--- config.mk ---
export PLATFORM = sky130hd
export DESIGN_NAME = dbtf_front
export DESIGN_NICKNAME = d
export VERILOG_FILES = /design/src/hdl/dbtf_pkg.sv /design/src/hdl/dbtf_front.sv
export SDC_FILE = /design/constraint.sdc
export NUM_CORES = 1
export LEC_CHECK = 0
export BUFFER_PORTS_ARGS = -buffer_cell sky130_fd_sc_hd__buf_4
export CAP_MARGIN = 30
export CORE_MARGIN = 2
export CORE_UTILIZATION = 56
export CTS_CLUSTER_SIZE = 14
export DETAILED_ROUTE_END_ITERATION = 8
export HOLD_SLACK_MARGIN = 0.12
export PLACE_DENSITY = 0.91
export SYNTH_ARGS = -nofsm -noshare
export SYNTH_HDL_FRONTEND = slang
export SYNTH_SLANG_ARGS = --single-unit
--- constraint.sdc ---
create_clock -name i_clk -period 7.2 [get_ports i_clk]
set_clock_uncertainty 0.05 [all_clocks]
set_input_delay 0.36 -clock i_clk [delete_from_list [all_inputs] [get_ports i_clk]]
set_output_delay 0.36 -clock i_clk [all_outputs]
set_load 0.02 [all_outputs]
--- src/hdl/dbtf_pkg.sv ---
`timescale 1ns / 1ps
package dbtf_pkg;

    localparam int BYTES_PER_LINE_DEF = 80;
    localparam int LINES_DEF          = 480;

    // Widest byte address over the whole parameter range (256 x 1024 bytes)
    localparam int ADDR_W_MAX  = 18;
    localparam int QUEUE_DEPTH = 4;

    localparam logic [1:0] OP_PIXEL = 2'd0;
    localparam logic [1:0] OP_GLYPH = 2'd1;
    localparam logic [1:0] OP_READ  = 2'd2;

    localparam logic [3:0] ROW_STRIKE    = 4'd8;
    localparam logic [3:0] ROW_UNDERLINE = 4'd14;

    localparam logic [7:0] P0_ODD  [8] = '{8'h00, 8'h55, 8'h55, 8'h55,
                                           8'hff, 8'hff, 8'hff, 8'hff};
    localparam logic [7:0] P0_EVEN [8] = '{8'h00, 8'haa, 8'haa, 8'haa,
                                           8'hff, 8'hff, 8'hff, 8'hff};
    localparam logic [7:0] P1_ODD  [8] = '{8'h00, 8'h00, 8'haa, 8'h55,
                                           8'h55, 8'hff, 8'hff, 8'hff};
    localparam logic [7:0] P1_EVEN [8] = '{8'h00, 8'h00, 8'h55, 8'haa,
                                           8'haa, 8'hff, 8'hff, 8'hff};

    // One classified command: new = (old & ~mask) | (val & mask)
    typedef struct packed {
        logic                  zero;
        logic [ADDR_W_MAX-1:0] addr;
        logic [7:0]            mask;
        logic [7:0]            val0;
        logic [7:0]            val1;
    } t_cmd;

endpackage

--- src/hdl/dbtf_front.sv ---
`timescale 1ns / 1ps
module dbtf_front #(
    parameter int BYTES_PER_LINE = dbtf_pkg::BYTES_PER_LINE_DEF,
    parameter int LINES          = dbtf_pkg::LINES_DEF
) (
    input  logic                i_clk,
    input  logic                i_rst_n,
    input  logic                i_valid,
    output logic                o_ready,
    input  logic [1:0]          i_op,
    input  logic [9:0]          i_x,
    input  logic [8:0]          i_line,
    input  logic [2:0]          i_level,
    input  logic [7:0]          i_glyph_bits,
    input  logic [3:0]          i_cell_row,
    input  logic [2:0]          i_fg,
    input  logic [2:0]          i_bg,
    input  logic [4:0]          i_attrs,
    output logic                o_push_valid,
    input  logic                i_push_ready,
    output dbtf_pkg::t_cmd      o_push_cmd
);

    localparam int DEPTH  = BYTES_PER_LINE * LINES;
    localparam int ADDR_W = $clog2(DEPTH);

    logic           r_valid, n_valid;
    dbtf_pkg::t_cmd r_cmd, n_cmd;

    logic [6:0]        col;
    logic              in_range;
    logic [ADDR_W-1:0] addr;
    logic              on;
    logic              v0, v1, wr;
    logic [2:0]        f, g;
    logic              odd;
    logic [7:0]        f0, f1, g0, g1;
    logic [7:0]        p;

    assign col      = i_x[9:3];
    assign in_range = (int'(col) < BYTES_PER_LINE) && (int'(i_line) < LINES);
    assign addr     = ADDR_W'(i_line) * ADDR_W'(BYTES_PER_LINE) + ADDR_W'(col);
    assign on       = i_x[0] ^ i_line[0];

    always_comb begin
        v0 = 1'b0;
        v1 = 1'b0;
        wr = 1'b1;
        unique case (i_level)
            3'd0: begin
                v0 = 1'b0;
                v1 = 1'b0;
            end
            3'd1: begin
                v0 = 1'b1;
                v1 = 1'b0;
                wr = on;
            end
            3'd2: begin
                v0 = on;
                v1 = ~on;
            end
            3'd3: begin
                v0 = on;
                v1 = on;
            end
            3'd4: begin
                v0 = on;
                v1 = 1'b1;
            end
            default: begin
                v0 = 1'b1;
                v1 = 1'b1;
            end
        endcase
    end

    assign f   = i_attrs[4] ? i_bg : i_fg;
    assign g   = i_attrs[4] ? i_fg : i_bg;
    assign odd = i_cell_row[0];
    assign f0  = odd ? dbtf_pkg::P0_ODD[f] : dbtf_pkg::P0_EVEN[f];
    assign f1  = odd ? dbtf_pkg::P1_ODD[f] : dbtf_pkg::P1_EVEN[f];
    assign g0  = odd ? dbtf_pkg::P0_ODD[g] : dbtf_pkg::P0_EVEN[g];
    assign g1  = odd ? dbtf_pkg::P1_ODD[g] : dbtf_pkg::P1_EVEN[g];

    // Bold, then italic slant, then strikethrough
    always_comb begin
        p = i_glyph_bits;
        if (i_attrs[0]) begin
            p = p | (p << 1);
        end
        if (i_attrs[1]) begin
            if (i_cell_row < 4'd6) begin
                p = p << 1;
            end else if (i_cell_row > 4'd7) begin
                p = p >> 1;
            end
        end
        if (i_attrs[2] && (i_cell_row == dbtf_pkg::ROW_STRIKE)) begin
            p = 8'hff;
        end
    end

    always_comb begin
        n_cmd      = r_cmd;
        n_cmd.zero = ~in_range;
        n_cmd.addr = dbtf_pkg::ADDR_W_MAX'(addr);
        n_cmd.mask = 8'h00;
        n_cmd.val0 = 8'h00;
        n_cmd.val1 = 8'h00;
        unique case (i_op)
            dbtf_pkg::OP_PIXEL: begin
                n_cmd.mask = wr ? (8'h01 << i_x[2:0]) : 8'h00;
                n_cmd.val0 = {8{v0}};
                n_cmd.val1 = {8{v1}};
            end
            dbtf_pkg::OP_GLYPH: begin
                n_cmd.mask = 8'hff;
                if ((i_cell_row >= 4'd2) && (i_cell_row <= 4'd13)) begin
                    n_cmd.val0 = (p & f0) | (~p & g0);
                    n_cmd.val1 = (p & f1) | (~p & g1);
                end else if ((i_cell_row == dbtf_pkg::ROW_UNDERLINE) && i_attrs[3]) begin
                    n_cmd.val0 = f0;
                    n_cmd.val1 = f1;
                end else begin
                    n_cmd.val0 = g0;
                    n_cmd.val1 = g1;
                end
            end
            default: begin
                n_cmd.mask = 8'h00;
            end
        endcase
    end

    assign o_ready      = ~r_valid | i_push_ready;
    assign o_push_valid = r_valid;
    assign o_push_cmd   = r_cmd;

    always_comb begin
        n_valid = r_valid;
        if (o_ready) begin
            n_valid = i_valid;
        end
    end

    always_ff @(posedge i_clk) begin
        if (!i_rst_n) begin
            r_valid <= 1'b0;
        end else begin
            r_valid <= n_valid;
        end
    end

    always_ff @(posedge i_clk) begin
        if (o_ready && i_valid) begin
            r_cmd <= n_cmd;
        end
    end

endmodule

After elaboration in Yosys (flattened, before gate mapping):

Memory sizes are Yosys's and may differ from the RTL's.
Index checks and enable logic that the tools add are counted.

* register bits after elaboration: 42
* memories kept: 8
* bits in read-only memories: 512
* word-level logic and storage cells: 91
* output and inout port bits: 45
* bits of input ports: 51

Memories
* (name not given): depth 8, width 8, read ports 1, clocked after Yosys merged registers in 0, wr ports 0, line dbtf_front.sv:84 `assign g1 = odd ? dbtf_pkg::P1_ODD[g] : dbtf_pkg::P1_EVEN[g];`
* (name not given): depth 8, width 8, read ports 1, clocked after Yosys merged registers in 0, wr ports 0, line dbtf_front.sv:84
* (name not given): depth 8, width 8, read ports 1, clocked after Yosys merged registers in 0, wr ports 0, line dbtf_front.sv:83 `assign g0 = odd ? dbtf_pkg::P0_ODD[g] : dbtf_pkg::P0_EVEN[g];`
* (name not given): depth 8, width 8, read ports 1, clocked after Yosys merged registers in 0, wr ports 0, line dbtf_front.sv:83
* (name not given): depth 8, width 8, read ports 1, clocked after Yosys merged registers in 0, wr ports 0, line dbtf_front.sv:82 `assign f1 = odd ? dbtf_pkg::P1_ODD[f] : dbtf_pkg::P1_EVEN[f];`
* (name not given): depth 8, width 8, read ports 1, clocked after Yosys merged registers in 0, wr ports 0, line dbtf_front.sv:82
* 2 more memories

* shift-type cells: 1
* mux-type cells: 35
* $mul: 1
* $lt $le $gt $ge: 8
* bitwise operators: 15
* reduce and logical (&&, ||, !) cells: 9
* $add $sub $neg: 1
* equality and inequality tests: 7

Operator list (count)
* $mux 8: 26
* $and 8x8->8: 4
* $mux 16: 2
* $pmux 16 s2: 1
* $or 8x8->8: 3
* $add 16x7->16: 1
* $pmux 8 s2: 1
* $mul 9x3->12 const B: 1
* $lt 9x9->1 const B: 1
* $eq 4x4->1 const B: 2
* $ge 4x4->1 const B: 2
* $not 3->4: 2
* $not 8->8: 1
* $shl 1x3->8 const A: 1
* $lt 7x7->1 const B: 1
* $eq 3x2->1 const B: 2
* $mux 3: 2
* $logic_and 1x1->1: 5
* $ge 4x2->1 const B: 1
* $gt 4x3->1 const B: 1
* $le 4x4->1 const B: 1
* $lt 4x3->1 const B: 1
* $eq 3x1->1 const B: 1
* $eq 3x3->1 const B: 1
* 11 further kinds: 13

Logic depth before layout (Yosys ltp):

* depth in word-level cells: 11
* mapped depth: 8
* gate-level depth less buffers: 8

Least setup slack after synthesis:

No wires, ideal clock.

* path type: input-to-reg
* from: in i_line[1]
* to: reg r_cmd (netlist bit o_push_cmd[38]) (data pin)
* path buffers: 0
* data required time: 6.887 ns
* cell stages on the path: 8
* slack: 4.455 ns
* setup time: 0.263 ns
* data arrival time: 2.432 ns
* path through: ha_1 ha_1 fa_1 a211oi_1 o21ai_0 a211oi_1 nand4_1 xor2_1

* word-level cells in the longest chain between the ends: 2

RTL lines
* start: declaration: line dbtf_front.sv:12 `input logic [8:0] i_line,`
* $mul 9x3->12: line dbtf_front.sv:42 `assign addr = ADDR_W'(i_line) * ADDR_W'(BYTES_PER_LINE) + ADDR_W'(col);`
* $add 16x7->16: line dbtf_front.sv:42
* net addr[14]: line dbtf_front.sv:32 `logic [ADDR_W-1:0] addr;`
* end signal: assignment: line dbtf_front.sv:157 `r_cmd <= n_cmd;`
* end: declaration: line dbtf_front.sv:28 `dbtf_pkg::t_cmd r_cmd, n_cmd;`

The timed path passes the listed nets, and every way through them passes these cells.
A chain may end at the register's enable or synchronous reset.

Worst setup path in the final report:

Ends and elaborated chain as after synthesis.

==> metrics.md <==
| Metric | Value |
|---|---|
| Layout cells sized above 1 | `0.318` |
| Design Power | `0.000723 W` |
| Buffers inserted by post-CTS timing repair | `0` |
| Clock tree root driver cell | `sky130_fd_sc_hd__clkbuf_8` |
| Slew at the pin closest to its max-slew limit | `slightly below 0.9 ns` |
| Count of boundary I/O pins | `96` |
| Type of element launching the critical path | `input port` |
| Initial antenna violation count | `0` |
| Wire length of the first global-routing pass | `about 12 mm` |
| Leakage component of the power | `around 1.6 nW` |
| Clk slew on worst S/H paths | `~0.09 ns` |
| Clock tree sinks | `42` |
| Final Max Tran Viols | `0` |
| Share of the yosys chip area belonging to registers | `0.403` |
| Number of resized instances in the post-cts repair step | `0` |
| Sequential share of power | `0.426` |
| Mux cell area share after synthesis | `0.0777` |
| Dominant combinational cell family by area after synthesis | `compound AO/OA/AOI/OAI gates` |
| Initial core utilization | `0.571` |
| Clock insertion delay at the later pin of the skew report | `around 0.31 ns` |
| Non-Filler Cell Area, Final | `between 3000 and 4000 sq um` |
| Required time worst endpoint | `roughly 7.2 ns` |
| Power density over cell area | `184 nW/um^2` |
| Final Routed Wirelength | `between 6 and 7 mm` |
| Worst R2R Setup Slack | `5.60 ns` |
| Vertical die dimension | `slightly below 80 um` |
| Die width | `~78 um` |
| Delay contributed by the slowest stage of the critical path | `0.47 ns` |
| First DRT Iteration DRCs | `between 100 and 150` |
| Maximum capacitance violations | `0` |
| Share of the synthesized area in compound gates (AO/OA/AOI/OAI) | `0.223` |
| Net load switching power | `0.000239 W` |
| Xor and xnor area share after synthesis | `0.0491` |
| Unrepaired setup endpoints after global routing | `false` |
| Pin count of the biggest net entering global routing | `42` |
| Cell Int Power | `0.000484 W` |
| Synth warn | `0` |
| Maximum count of clock buffers along a single path | `2` |
| Post-synthesis area per instance | `10.8 sq um` |
| Worst-path fanout max | `3` |
| Post-route setup TNS | `0 ns` |
| Count of standard-cell rows | `27` |
| Summed instance area of the synthesized netlist | `approximately 3100 sq um` |
| CP cell instances | `buf_4 > ha_1 > ha_1 > fa_1 > a211oi_1 > o21ai_0 > a211oi_1 > nand4_1 > xor2_1` |
| DP HPWL | `approximately 5.4 mm` |
| Number of instances in the synthesized netlist | `about 290` |
| Core area | `roughly 5400 sq um` |
| Die Outline Area | `between 6000 and 7000 sq um` |
| Residual DRC | `0` |
| Worst hold slack after final layout | `approximately 0.17 ns` |
| Final nets | `450` |
| Worst path buffer plus inverter count | `1` |
| Number of antenna repair diodes | `0` |
| Rel. slew slack | `0.412` |
| Per-cell via count in the routed design | `5.96` |
| Synth Flop Type | `sky130_fd_sc_hd__edfxtp_1` |
| Post-synth EDFFs | `41` |
| Final setup viols | `0` |
| Area overhead of the layout relative to synthesis | `26.5%` |
| Dominant delay contributor by cell family on the critical path | `compound AO/OA/AOI/OAI gates` |
| Type of the most critical hold path | `in2reg` |
| Post-synthesis sequential element count | `42` |
| Clock tree from TritonCTS | `built` |
| Power share of the clock group | `0.221` |
| Simple-gate share of the synthesized area | `0.133` |
| Count of buffers from port buffering | `93` |
| Sw frac | `0.331` |
| Path type of the worst setup path | `in2reg` |
| CTS HTree Levels | `2` |
| Number of global-route vias before repair | `2,623` |
| Clock buffer count from CTS | `5` |
| Total grt overflow | `0` |
| Number of hold-repair buffers added at the cts stage | `0` |
| Maximum clock frequency | `roughly 0.35 GHz` |
| Asr flop ratio synth | `0` |
| Post-layout min period | `about 2.9 ns` |
| Post-synthesis adder-cell area fraction | `0.0814` |
| Outcome | `finished clean` |
| Distinct cell type count after synthesis | `59` |
| 1st-pass router iterations | `5` |
| Via count | `around 2.7k` |
| Final cycle utilization of the critical path | `0.398` |
| Combinational cell fraction of total power | `0.354` |
| Gpl congestion | `around 0.91` |
| Slowest cell on the critical path | `sky130_fd_sc_hd__a211oi_1` |
| WP data arrival | `~2.9 ns` |
| Fin. Hold Viols | `0` |
| Maximum VDD drop | `0.115 mV` |
| Per-cell routed wire length | `roughly 15 um` |
| Post-DP Area | `between 3000 and 4000 sq um` |
| Aggregate global-route resource usage | `0.235` |
| Kind of capture point of the worst setup path | `flop` |
| Post-DRT Antenna Nets | `0` |
==> flip-flops by register name, summed over array words and instances (netlist names) <==
name,flops
o_push_cmd,41
o_push_valid,1
==> path summary, 6_finish.rpt <==
path / startpoint / endpoint / depth (start not counted)
setup / recovery: i_line[1] / o_push_cmd[38] / 9
hold / removal: i_x[3] / o_push_cmd[24] / 1
setup reg to reg: o_push_valid / o_push_cmd[30] / 2
hold reg to reg: o_push_valid / o_push_valid / 2
==> cells in the mapped netlist, types with 4 or more instances <==
master	number	area, sq um
sky130_fd_sc_hd__a211oi_1	8	60.1
sky130_fd_sc_hd__a21o_1	7	52.6
sky130_fd_sc_hd__a21oi_1	30	150
sky130_fd_sc_hd__edfxtp_1	41	1230
sky130_fd_sc_hd__ha_1	17	213
sky130_fd_sc_hd__inv_1	10	37.5
sky130_fd_sc_hd__mux2_2	5	56.3
sky130_fd_sc_hd__mux2i_1	11	110
sky130_fd_sc_hd__nand2_1	12	45.0
sky130_fd_sc_hd__nand2b_1	7	43.8
sky130_fd_sc_hd__nand3_1	6	30.0
sky130_fd_sc_hd__nor2_1	10	37.5
sky130_fd_sc_hd__nor3_1	11	55.1
sky130_fd_sc_hd__nor3b_1	5	37.5
sky130_fd_sc_hd__o2111ai_1	4	35.0
sky130_fd_sc_hd__o21ai_0	14	70.1
sky130_fd_sc_hd__o31ai_1	6	45.0
sky130_fd_sc_hd__o32ai_1	6	52.6
sky130_fd_sc_hd__xnor2_1	8	70.1
sky130_fd_sc_hd__xor2_1	5	43.8
==> layer usage <==
layer,global-route usage,vias up,share of wire
li1,-,1320,-
met1,0.261,1278,0.39
met5,0,-,0
met2,0.439,84,0.53
met3,0.0529,18,0.052
met4,0.0842,0,0.023
==> placed cells by master, fill, tap and decap left out, drive strengths merged, types with 7 or more instances in the layout <==
cell / n
edfxtp: 41
o21ai: 14
nand2: 12
nor3: 11
a21o: 7
xnor2: 8
buf: 93
nand2b: 7
nor2: 10
a21oi: 31
mux2: 7
inv: 11
a211oi: 8
mux2i: 13
ha: 17
==> worst register-to-register path, delay by kind of cell, from the launching register on <==
family           cells  cell delay (ns)
flip-flops           1             0.32
AND/OR/NAND/NOR      2             0.86
==> through the flow <==
step | setup WS, ns | instances | utilization
after floorplan | 4.45 | 289 | -
after global placement | 4.21 | 445 | 0.706
after detailed placement | 4.01 | 445 | 0.706
after CTS | 4.33 | 453 | 0.723
after global routing | 4.18 | 453 | 0.723
final | 4.33 | 453 | 0.723
==> cell families after synthesis <==
group           count (synthesis)
buf+inv                        19
compound gates                100
simple gates                   72
xor+xnor                       15
fa+ha+maj                      19
mux                            20
flops                          42
other cells                     1
==> power groups by stage <==
stage                     Sequential, W  Combinational (W)  Clock, W
after floorplan                0.000344           0.000135         0
after global placement         0.000314           0.000245         0
after detailed placement       0.000314           0.000254         0
after CTS                      0.000308           0.000255  0.000160
after global routing           0.000310           0.000279  0.000172
final                          0.000308           0.000256  0.000160
==> layout make-up <==
class | instances | area [sq um]
Fill cell | 401 | 1510
Clock buffer | 5 | 68.8
Multi-Input combinational cell | 228 | 1760
Timing Repair Buffer | 93 | 698
Tap cell | 72 | 90.1
Sequential cell | 42 | 1250
Clock inverter | 3 | 25.0
Inverter | 10 | 37.5
Note: power is estimated with default switching activity, not from simulation.
