`config.mk`:
```
export PLATFORM = sky130hd
export DESIGN_NAME = dbtf_fifo
export DESIGN_NICKNAME = d
export VERILOG_FILES = /design/src/hdl/dbtf_pkg.sv /design/src/hdl/dbtf_fifo.sv
export SDC_FILE = /design/constraint.sdc
export NUM_CORES = 1
export LEC_CHECK = 0
export BUFFER_PORTS_ARGS = -buffer_cell sky130_fd_sc_hd__buf_2
export CORE_MARGIN = 5
export CORE_UTILIZATION = 51
export CTS_CLUSTER_DIAMETER = 150
export DETAILED_ROUTE_END_ITERATION = 12
export PLACE_DENSITY = 0.72
export SYNTH_ARGS = -nofsm -noshare
export SYNTH_HDL_FRONTEND = slang
export SYNTH_SLANG_ARGS = --single-unit
```
`constraint.sdc`:
```
create_clock -name i_clk -period 5.7 [get_ports i_clk]
set_input_delay 0.57 -clock i_clk [delete_from_list [all_inputs] [get_ports i_clk]]
set_output_delay 0.57 -clock i_clk [all_outputs]
set_load 0.01 [all_outputs]
```
`src/hdl/dbtf_pkg.sv`:
```
`timescale 1ns / 1ps
package dbtf_pkg;

    localparam int BYTES_PER_LINE_DEF = 80;
    localparam int LINES_DEF          = 480;

    // Widest byte address over the whole parameter range (256 x 1024 bytes)
    localparam int ADDR_W_MAX  = 18;
    localparam int QUEUE_DEPTH = 4;

    localparam logic [1:0] OP_PIXEL = 2'd0;
    localparam logic [1:0] OP_GLYPH = 2'd1;
    localparam logic [1:0] OP_READ  = 2'd2;

    localparam logic [3:0] ROW_STRIKE    = 4'd8;
    localparam logic [3:0] ROW_UNDERLINE = 4'd14;

    localparam logic [7:0] P0_ODD  [8] = '{8'h00, 8'h55, 8'h55, 8'h55,
                                           8'hff, 8'hff, 8'hff, 8'hff};
    localparam logic [7:0] P0_EVEN [8] = '{8'h00, 8'haa, 8'haa, 8'haa,
                                           8'hff, 8'hff, 8'hff, 8'hff};
    localparam logic [7:0] P1_ODD  [8] = '{8'h00, 8'h00, 8'haa, 8'h55,
                                           8'h55, 8'hff, 8'hff, 8'hff};
    localparam logic [7:0] P1_EVEN [8] = '{8'h00, 8'h00, 8'h55, 8'haa,
                                           8'haa, 8'hff, 8'hff, 8'hff};

    // One classified command: new = (old & ~mask) | (val & mask)
    typedef struct packed {
        logic                  zero;
        logic [ADDR_W_MAX-1:0] addr;
        logic [7:0]            mask;
        logic [7:0]            val0;
        logic [7:0]            val1;
    } t_cmd;

endpackage

```
`src/hdl/dbtf_fifo.sv`:
```
`timescale 1ns / 1ps
module dbtf_fifo (
    input  logic           i_clk,
    input  logic           i_rst_n,
    input  logic           i_push_valid,
    output logic           o_push_ready,
    input  dbtf_pkg::t_cmd i_push_cmd,
    output logic           o_pop_valid,
    input  logic           i_pop_ready,
    output dbtf_pkg::t_cmd o_pop_cmd
);

    localparam int PTR_W = $clog2(dbtf_pkg::QUEUE_DEPTH);
    localparam int CNT_W = $clog2(dbtf_pkg::QUEUE_DEPTH + 1);

    dbtf_pkg::t_cmd r_mem [dbtf_pkg::QUEUE_DEPTH];
    logic [PTR_W-1:0] r_wr_ptr, n_wr_ptr;
    logic [PTR_W-1:0] r_rd_ptr, n_rd_ptr;
    logic [CNT_W-1:0] r_count, n_count;
    logic             push, pop;

    assign o_push_ready = (r_count != CNT_W'(dbtf_pkg::QUEUE_DEPTH));
    assign o_pop_valid  = (r_count != '0);
    assign o_pop_cmd    = r_mem[r_rd_ptr];
    assign push         = i_push_valid & o_push_ready;
    assign pop          = o_pop_valid & i_pop_ready;

    always_comb begin
        n_wr_ptr = push ? r_wr_ptr + PTR_W'(1) : r_wr_ptr;
        n_rd_ptr = pop ? r_rd_ptr + PTR_W'(1) : r_rd_ptr;
        n_count  = r_count;
        if (push && !pop) begin
            n_count = r_count + CNT_W'(1);
        end else if (pop && !push) begin
            n_count = r_count - CNT_W'(1);
        end
    end

    always_ff @(posedge i_clk) begin
        if (!i_rst_n) begin
            r_wr_ptr <= '0;
            r_rd_ptr <= '0;
            r_count  <= '0;
        end else begin
            r_wr_ptr <= n_wr_ptr;
            r_rd_ptr <= n_rd_ptr;
            r_count  <= n_count;
        end
    end

    always_ff @(posedge i_clk) begin
        if (push) begin
            r_mem[r_wr_ptr] <= i_push_cmd;
        end
    end

endmodule

```
# Yosys cells after proc, flatten, opt, wreduce, memory -nomap -nowiden
# Memory sizes are Yosys's and may differ from the RTL's. A register that Yosys moved wholly into a read port is not among the register bits.
# Cells that the tools add are included.
[word_totals]
in_bits = 47
out_inout_bits = 45
mem_bits_rw = 172
word_cells = 23
n_memories = 1
reg_bits = 7
[mem_list]
columns = ["name", "depth", "word_bits", "rd", "rd_clocked_by_memory_dff", "write_ports", "line_no", "rtl"]
rows = [
  ["r_mem", 4, 43, 1, 1, 1, "dbtf_fifo.sv:16", "dbtf_pkg::t_cmd r_mem [dbtf_pkg::QUEUE_DEPTH];"],
]
[classes]
n_mux = 6
add_sub_neg = 4
n_eq_ne = 1
reduce_logical = 6
n_bitwise = 2
[ops]
columns = ["operator", "n"]
rows = [
  ["$mux W3", 2],
  ["$add A2 B1 Y2 const B", 2],
  ["$mux W2", 2],
  ["$add A3 B1 Y3 const B", 1],
  ["$ne A3 B3 Y1 const B", 1],
  ["$reduce_bool A3 Y1", 1],
  ["$sub A3 B1 Y3 const B", 1],
  ["$and A1 B1 Y1", 2],
  ["$logic_and A1 B1 Y1", 2],
  ["$logic_not A1 Y1", 2],
  ["$mux W1", 2],
  ["$reduce_bool A2 Y1", 1],
]

# Longest topological paths before layout
# Gate-level depths: netlist (run 1).
[logic_depth]
ltp_word = 6
depth_mapped = 8
mapped_depth_nobuf = 8

# Worst setup path before layout (run 1)
# OpenSTA, ideal clock, no wires.
[synth_timing]
path_kind = "flip-flop to flip-flop"
start = "reg r_count[0]"
end = "mem r_mem[0][0] (netlist bit), enable pin"
setup_time_ns = 0.405
n_path_buf = 0
synth_period_minus_slack_ns = 2.339
arrival_time_ns = 1.934
stages_incl_launch_ff = 4
t_required_ns = 5.295
path_slack_ns = 3.361
path_cell_list = "dfxtp_1 -> nor2_1 -> a21boi_2 -> and2_1"
[synth_via]
elab_chain_len = 4
[synth_rtl]
columns = ["element", "line_no", "rtl"]
rows = [
  ["from (decl)", "dbtf_fifo.sv:19", "logic [CNT_W-1:0] r_count, n_count;"],
  ["from (signal assigned)", "dbtf_fifo.sv:47", "r_count <= n_count;"],
  ["$ne A3 B3 Y1", "dbtf_fifo.sv:22", "assign o_push_ready = (r_count != CNT_W'(dbtf_pkg::QUEUE_DEPTH));"],
  ["$and A1 B1 Y1", "dbtf_fifo.sv:25", "assign push = i_push_valid & o_push_ready;"],
  ["named net push", "dbtf_fifo.sv:20", "logic push, pop;"],
  ["$mux W1", "dbtf_fifo.sv:52", "if (push) begin"],
  ["$mux W1 (implied by the code)", "dbtf_fifo.sv:53", "r_mem[r_wr_ptr] <= i_push_cmd;"],
  ["to (decl)", "dbtf_fifo.sv:16", ""],
]
# The timed path passes the listed nets, and every way through them passes these cells.

==> results of run 1 <==
[routing by layer]
layer | routed length, um | share of wire | global-route usage
met5 | 20 | 0.0017 | 0
met3 | 970 | 0.084 | 0.0699
met1 | 4650 | 0.40 | 0.198
met4 | 217 | 0.019 | 0.0638
met2 | 5760 | 0.50 | 0.240
[logic make-up (layout without fill, tap and decap cells)]
kind of cell	after synthesis	count (layout)	synth area share
DFF	181	181	0.791
muxes	46	46	0.149
and+or+nand+nor	17	17	0.0135
buffers and inverters	14	131	0.0193
adders and majority gates	6	6	0.0122
AOI/OAI and AO/OA	5	5	0.00908
xor gates and xnor gates	4	4	0.00519
other	0	1	0
[synthesized netlist by cell type (all sizes together)]
cell and count:
mux4 43, or3 2, inv 3, ha 5, nor2 1, fa 1
dfxtp 9, buf 9, xnor2 3, mux2i 3, nor2b 1, o21ai 1
clkbuf 2, edfxtp 172, o311ai 1, a21boi 2, xor2 1, and2 8
nand2 5, o31ai 1
[through the flow]
stage | worst slack, ns | util | std cells | area, um2 | hold WS, ns
after floorplan | 3.36 | - | 273 | 6760 | 0.468
after global placement | 3.30 | 0.560 | 534 | 7360 | 0.478
after detailed placement | 3.31 | 0.560 | 534 | 7360 | 0.505
after CTS | 2.83 | 0.602 | 566 | 7910 | 0.339
after global routing | 2.73 | 0.602 | 566 | 7910 | 0.342
final | 2.92 | 0.602 | 567 | 7910 | 0.364
[cell type report]
cell class / count / area share
Clock inverter: 11 / 0.0139
Timing Repair Buffer: 96 / 0.0623
Antenna cell: 1 / 0.000316
Multi-Input combinational cell: 78 / 0.162
Sequential cell: 181 / 0.676
Clock buffer: 21 / 0.0557
Inverter: 3 / 0.00142
Tap cell: 176 / 0.0278
[worst max-delay path: cells and delay by family (launching register included)]
family                 cells  cell delay [ns]
buffers and inverters      1             0.17
multiplexers               1             0.69
flip-flops                 1             0.92
[how the worst min path moves through the flow]
stage                   startpoint           end  slack, ns  cells after the start
floorplan              r_wr_ptr[1]   r_wr_ptr[1]       0.47                      2
global placement       r_wr_ptr[1]   r_wr_ptr[1]       0.48                      2
detailed placement     r_wr_ptr[1]   r_wr_ptr[1]       0.50                      2
CTS                 i_push_cmd[30]  r_mem[3][30]       0.34                      1
global route        i_push_cmd[18]  r_mem[2][18]       0.34                      1
finish              i_push_cmd[25]  r_mem[3][25]       0.36                      1
[sequential cells by signal, indices dropped and copies added, names as in the netlist, named ones only]
register / cells
r_mem: 172
r_count: 3
r_wr_ptr: 2
r_rd_ptr: 2
[cell usage in the layout (no fill, tap or decap), drive strengths merged]
master,instances
mux2i,3
buf,96
edfxtp,172
xor2,1
bufinv,2
or3,2
mux4,43
a21boi,2
and2,8
clkbuf,21
o311ai,1
fa,1
clkinv,7
xnor2,3
clkinvlp,2
inv,3
nor2b,1
nor2,1
diode,1
ha,5
nand2,5
o31ai,1
o21ai,1
dfxtp,9
[power groups by stage]
stage	Sequential (W)	Clock, W	Combinational [W]
6_report	0.00175	0.00108	0.000717
2_1_floorplan	0.00168	0	0.000606
3_5_place_dp	0.00179	0	0.000731
5_1_grt	0.00178	0.00117	0.000777
3_3_place_gp	0.00178	0	0.000717
4_1_cts	0.00177	0.00111	0.000736
==> results.py, run 1 <==
metrics = {
    "sta": {
        "period_needed_ns": 2.78,
        "slew_headroom": 0.426,
        "hold_viol_final": 0,
        "skew_ns": 0.00646,
        "timing.final.crit_share": 0.487,
        "worst-slew-pin-transition_ns": 0.861,
        "setup_tns_ns": 0,
        "rsz0062_at_grt": "no",
        "slew_violations": 0,
        "fmax_mhz": 360,
        "finalSetupViolations": 0,
    },
    "worst_setup_path": {
        "crit_end": "o_pop_cmd[29]",
        "startpoint_type": "flop",
        "reg2reg_from": "r_count[0]",
        "cp_cell_sequence": "mux4_1 -> buf_2",
        "max_stage_delay_ns": 0.92,
        "crit_slowest_cell": "dfxtp_4",
        "rrSetupSlack_ns": 3.33,
        "required_ns": 5.13,
        "r2r.worst_path.cells": 8,
        "path_class": "reg2out",
        "cp.arrival_ns": 2.21,
        "r2r_end": "r_count[2]",
        "end_kind": "primary output",
        "critPathMaxFanout": 43,
    },
    "synth": {
        "syn_nets": 326,
        "ys_seq_area_frac": 0.791,
        "ys_ff_latch": 181,
        "synth_area_um2": 6760,
        "synth_top_area_frac": 0.765,
        "synth.avg_cell_area_um2": 24.7,
        "yosysTopAreaCell": "edfxtp_1",
        "synthCells": 273,
        "yosys-top-cells-area": "edfxtp_1 (76%), mux4_2 (13%), dfxtp_1 (2.7%)",
        "yosysWarningCount": 0,
        "synth.distinct_cells": 24,
    },
    "power": {
        "max-vdd-ir-drop_uv": 239,
        "switching_share": 0.256,
        "power_density_nw_per_um2": 449,
        "seqPwrFrac": 0.494,
        "power_frac_clock": 0.305,
        "internal-power_w": 0.00264,
        "power.total_w": 0.00355,
        "combinationalPowerShare": 0.202,
        "power_leakage_nw": 2.67,
        "power.net_switching_w": 0.000910,
    },
    "routing": {
        "first_pass_iters": 4,
        "vias": 3057,
        "ant_nets": 0,
        "drtIter0Drc": 224,
        "post_drt_wl_per_cell_um": 20.5,
        "viasPerCell": 5.39,
        "drc": 0,
        "wl_mm": 11.6,
    },
    "cells_and_area": {
        "nets": 430,
        "fillers": 963,
        "area_growth_pct": 17.1,
        "seqCellArea_um2": 5350,
        "multi_input_area_um2": 1280,
        "drive_above_1_share": 0.436,
    },
    "placed_design": {
        "hpwl_mm": 7.28,
        "io_buffers": 91,
        "gp_congestion": 0.700,
    },
    "cts": {
        "clock_sinks": 181,
        "cts_tree": "built",
        "postCtsSetupBuffers": 0,
        "cts_root_buf": "clkbuf_16",
        "numCtsBuffers": 17,
        "cts_hold_buf": 0,
        "clk_latency_ns": 0.41,
        "clkSlewWorstSetupHoldPaths_ns": 0.06,
        "h-tree-depth": 4,
        "post_cts_resized": 0,
        "ctsLongestPathBuffers": 2,
    },
    "global_routing": {
        "grt_usage": 0.157,
        "grt_overflow": 0,
        "grt_pass1_vias": 3287,
        "grt_pass1_wl_mm": 18.3,
        "grt_max_degree": 44,
        "antenna_found_initial": 2,
    },
    "flow_run": {
        "drv_cap": 0,
    },
    "outcome": {
        "status": "completed",
    },
    "floorplan": {
        "io_pins": 92,
        "core.rowCount": 42,
        "start_util": 0.514,
        "die_area_um2": 15600,
        "fp.dieW_um": 125,
        "coreArea_um2": 13100,
        "die_h_um": 125,
    },
    "min_path": {
        "hold_class": "in2reg",
    },
}
Note: power is estimated with default switching activity, not from simulation.
==> run 2, diff against run 1 <==
- PLACE_DENSITY: 0.72 -> 0.75
- clock period: 5.7 -> 2.43 ns (I/O delays scaled with it)
==> results.py, run 2 (synthesis results as in run 1) <==
metrics = {
    "outcome": {
        "status": "completed",
    },
    "placed_design": {
        "gp_congestion": 0.719,
        "placed_cells": 542,
        "dpl_cell_area_um2": 7460,
        "io_buffers": 91,
        "hpwl_mm": 7.15,
    },
    "cts": {
        "cts_root_buf": "clkbuf_16",
        "cts_hold_buf": 0,
        "postCtsSetupBuffers": 0,
        "clk_latency_ns": 0.41,
        "ctsLongestPathBuffers": 2,
        "clock_sinks": 181,
        "cts_tree": "built",
        "clkSlewWorstSetupHoldPaths_ns": 0.06,
        "h-tree-depth": 4,
        "post_cts_resized": 0,
        "numCtsBuffers": 17,
    },
    "worst_setup_path": {
        "reg2reg_from": "r_count[1]",
        "crit_end": "o_pop_cmd[29]",
        "end_kind": "primary output",
        "critPathMaxFanout": 20,
        "r2r.worst_path.cells": 8,
        "rrSetupSlack_ns": 0.20,
        "path_class": "reg2out",
        "cp.arrival_ns": 1.98,
        "required_ns": 2.19,
        "r2r_end": "r_count[2]",
        "startpoint_type": "flop",
    },
    "cells_and_area": {
        "nets": 438,
        "final_area_um2": 8050,
        "largestRegisters": "r_mem x172, r_count x3",
        "drive_above_1_share": 0.447,
        "antenna_cells": 0,
        "mostFrequentLayoutCells": "edfxtp_1 (172), buf_2 (91), mux4_2 (40), clkbuf_16 (17), buf_4 (10)",
        "largest_reg_flops": 172,
        "final_common_cell": "edfxtp_1",
        "area_growth_pct": 19.2,
        "top_register": "r_mem",
        "fin_cells": 574,
    },
    "routing": {
        "drtIter0Drc": 222,
        "wl_mm": 11.3,
        "vias": 3033,
        "viasPerCell": 5.28,
        "first_pass_iters": 4,
        "drc": 0,
        "ant_nets": 0,
        "post_drt_wl_per_cell_um": 19.7,
    },
    "power": {
        "power_leakage_nw": 2.75,
        "max-vdd-ir-drop_uv": 607,
        "power_density_nw_per_um2": 1070,
    },
    "floorplan": {
        "die_area_um2": 15600,
        "fp.dieW_um": 125,
        "start_util": 0.514,
        "io_pins": 92,
        "die_h_um": 125,
        "core.rowCount": 42,
        "coreArea_um2": 13100,
    },
    "global_routing": {
        "grt_usage": 0.152,
        "grt_pass1_vias": 3268,
        "grt_max_degree": 32,
        "grt_pass1_wl_mm": 17.7,
        "grt_overflow": 0,
        "antenna_found_initial": 1,
    },
    "sta": {
        "timing.final.crit_share": 0.916,
        "skew_ns": 0.00727,
        "setup_tns_ns": 0,
        "slew_headroom": 0.706,
        "slew_violations": 0,
        "worst-slew-pin-transition_ns": 0.441,
        "fmax_mhz": 449,
        "finalSetupViolations": 0,
        "rsz0062_at_grt": "no",
        "hold_viol_final": 0,
        "period_needed_ns": 2.23,
    },
    "min_path": {
        "hold_class": "in2reg",
        "hold_depth": 1,
    },
    "flow_run": {
        "drv_cap": 0,
    },
}
[run 2: worst min-delay path by stage]
| stage | from | to | slack, ns |
|---|---|---|---|
| after global placement | i_push_cmd[5] | r_mem[1][5] | 0.45 |
| after global routing | i_push_cmd[23] | r_mem[2][23] | 0.02 |
| final | i_push_cmd[28] | r_mem[2][28] | 0.04 |
| after detailed placement | i_push_cmd[23] | r_mem[0][23] | 0.46 |
| after floorplan | i_push_cmd[0] | r_mem[0][0] | 0.34 |
| after CTS | i_push_cmd[23] | r_mem[2][23] | 0.02 |
[run 2: worst max-delay path: stages, from the launching register on]
cell	delay, ns
dfxtp_4	0.62
buf_12	0.22
mux4_1	0.56
buf_2	0.16
[run 2: stage by stage]
stage	worst slack, ns	utilization	total power [W]	hold slack, ns
2_1_floorplan	0.0910	-	0.00537	0.342
3_3_place_gp	0.400	0.568	0.00596	0.453
3_5_place_dp	0.241	0.568	0.00601	0.458
4_1_cts	0.131	0.613	0.00873	0.0157
5_1_grt	0.0659	0.613	0.00901	0.0157
6_report	0.205	0.613	0.00861	0.0385
[run 2: metal layers]
layer	part of all wire	vias to the layer above	track usage
met3	0.063	17	0.0635
met1	0.41	1568	0.186
met5	0.00097	-	0
li1	-	1369	-
met2	0.52	77	0.248
met4	0.013	2	0.0478
[run 2: layout make-up]
| cell class | count | area (um2) |
|---|---|---|
| inverter | 3 | 11.3 |
| sequential | 181 | 5350 |
| tap | 176 | 220 |
| multi-input combinational | 78 | 1280 |
| fill | 929 | 5090 |
| clock inverter | 5 | 100 |
| clock buffer | 27 | 493 |
| timing repair buffer | 104 | 591 |
[run 2: power breakdown]
part | switching, W | internal, W
registers | 0.000208 | 0.00380
clock network | 0.00101 | 0.00170
logic | 0.000906 | 0.000991
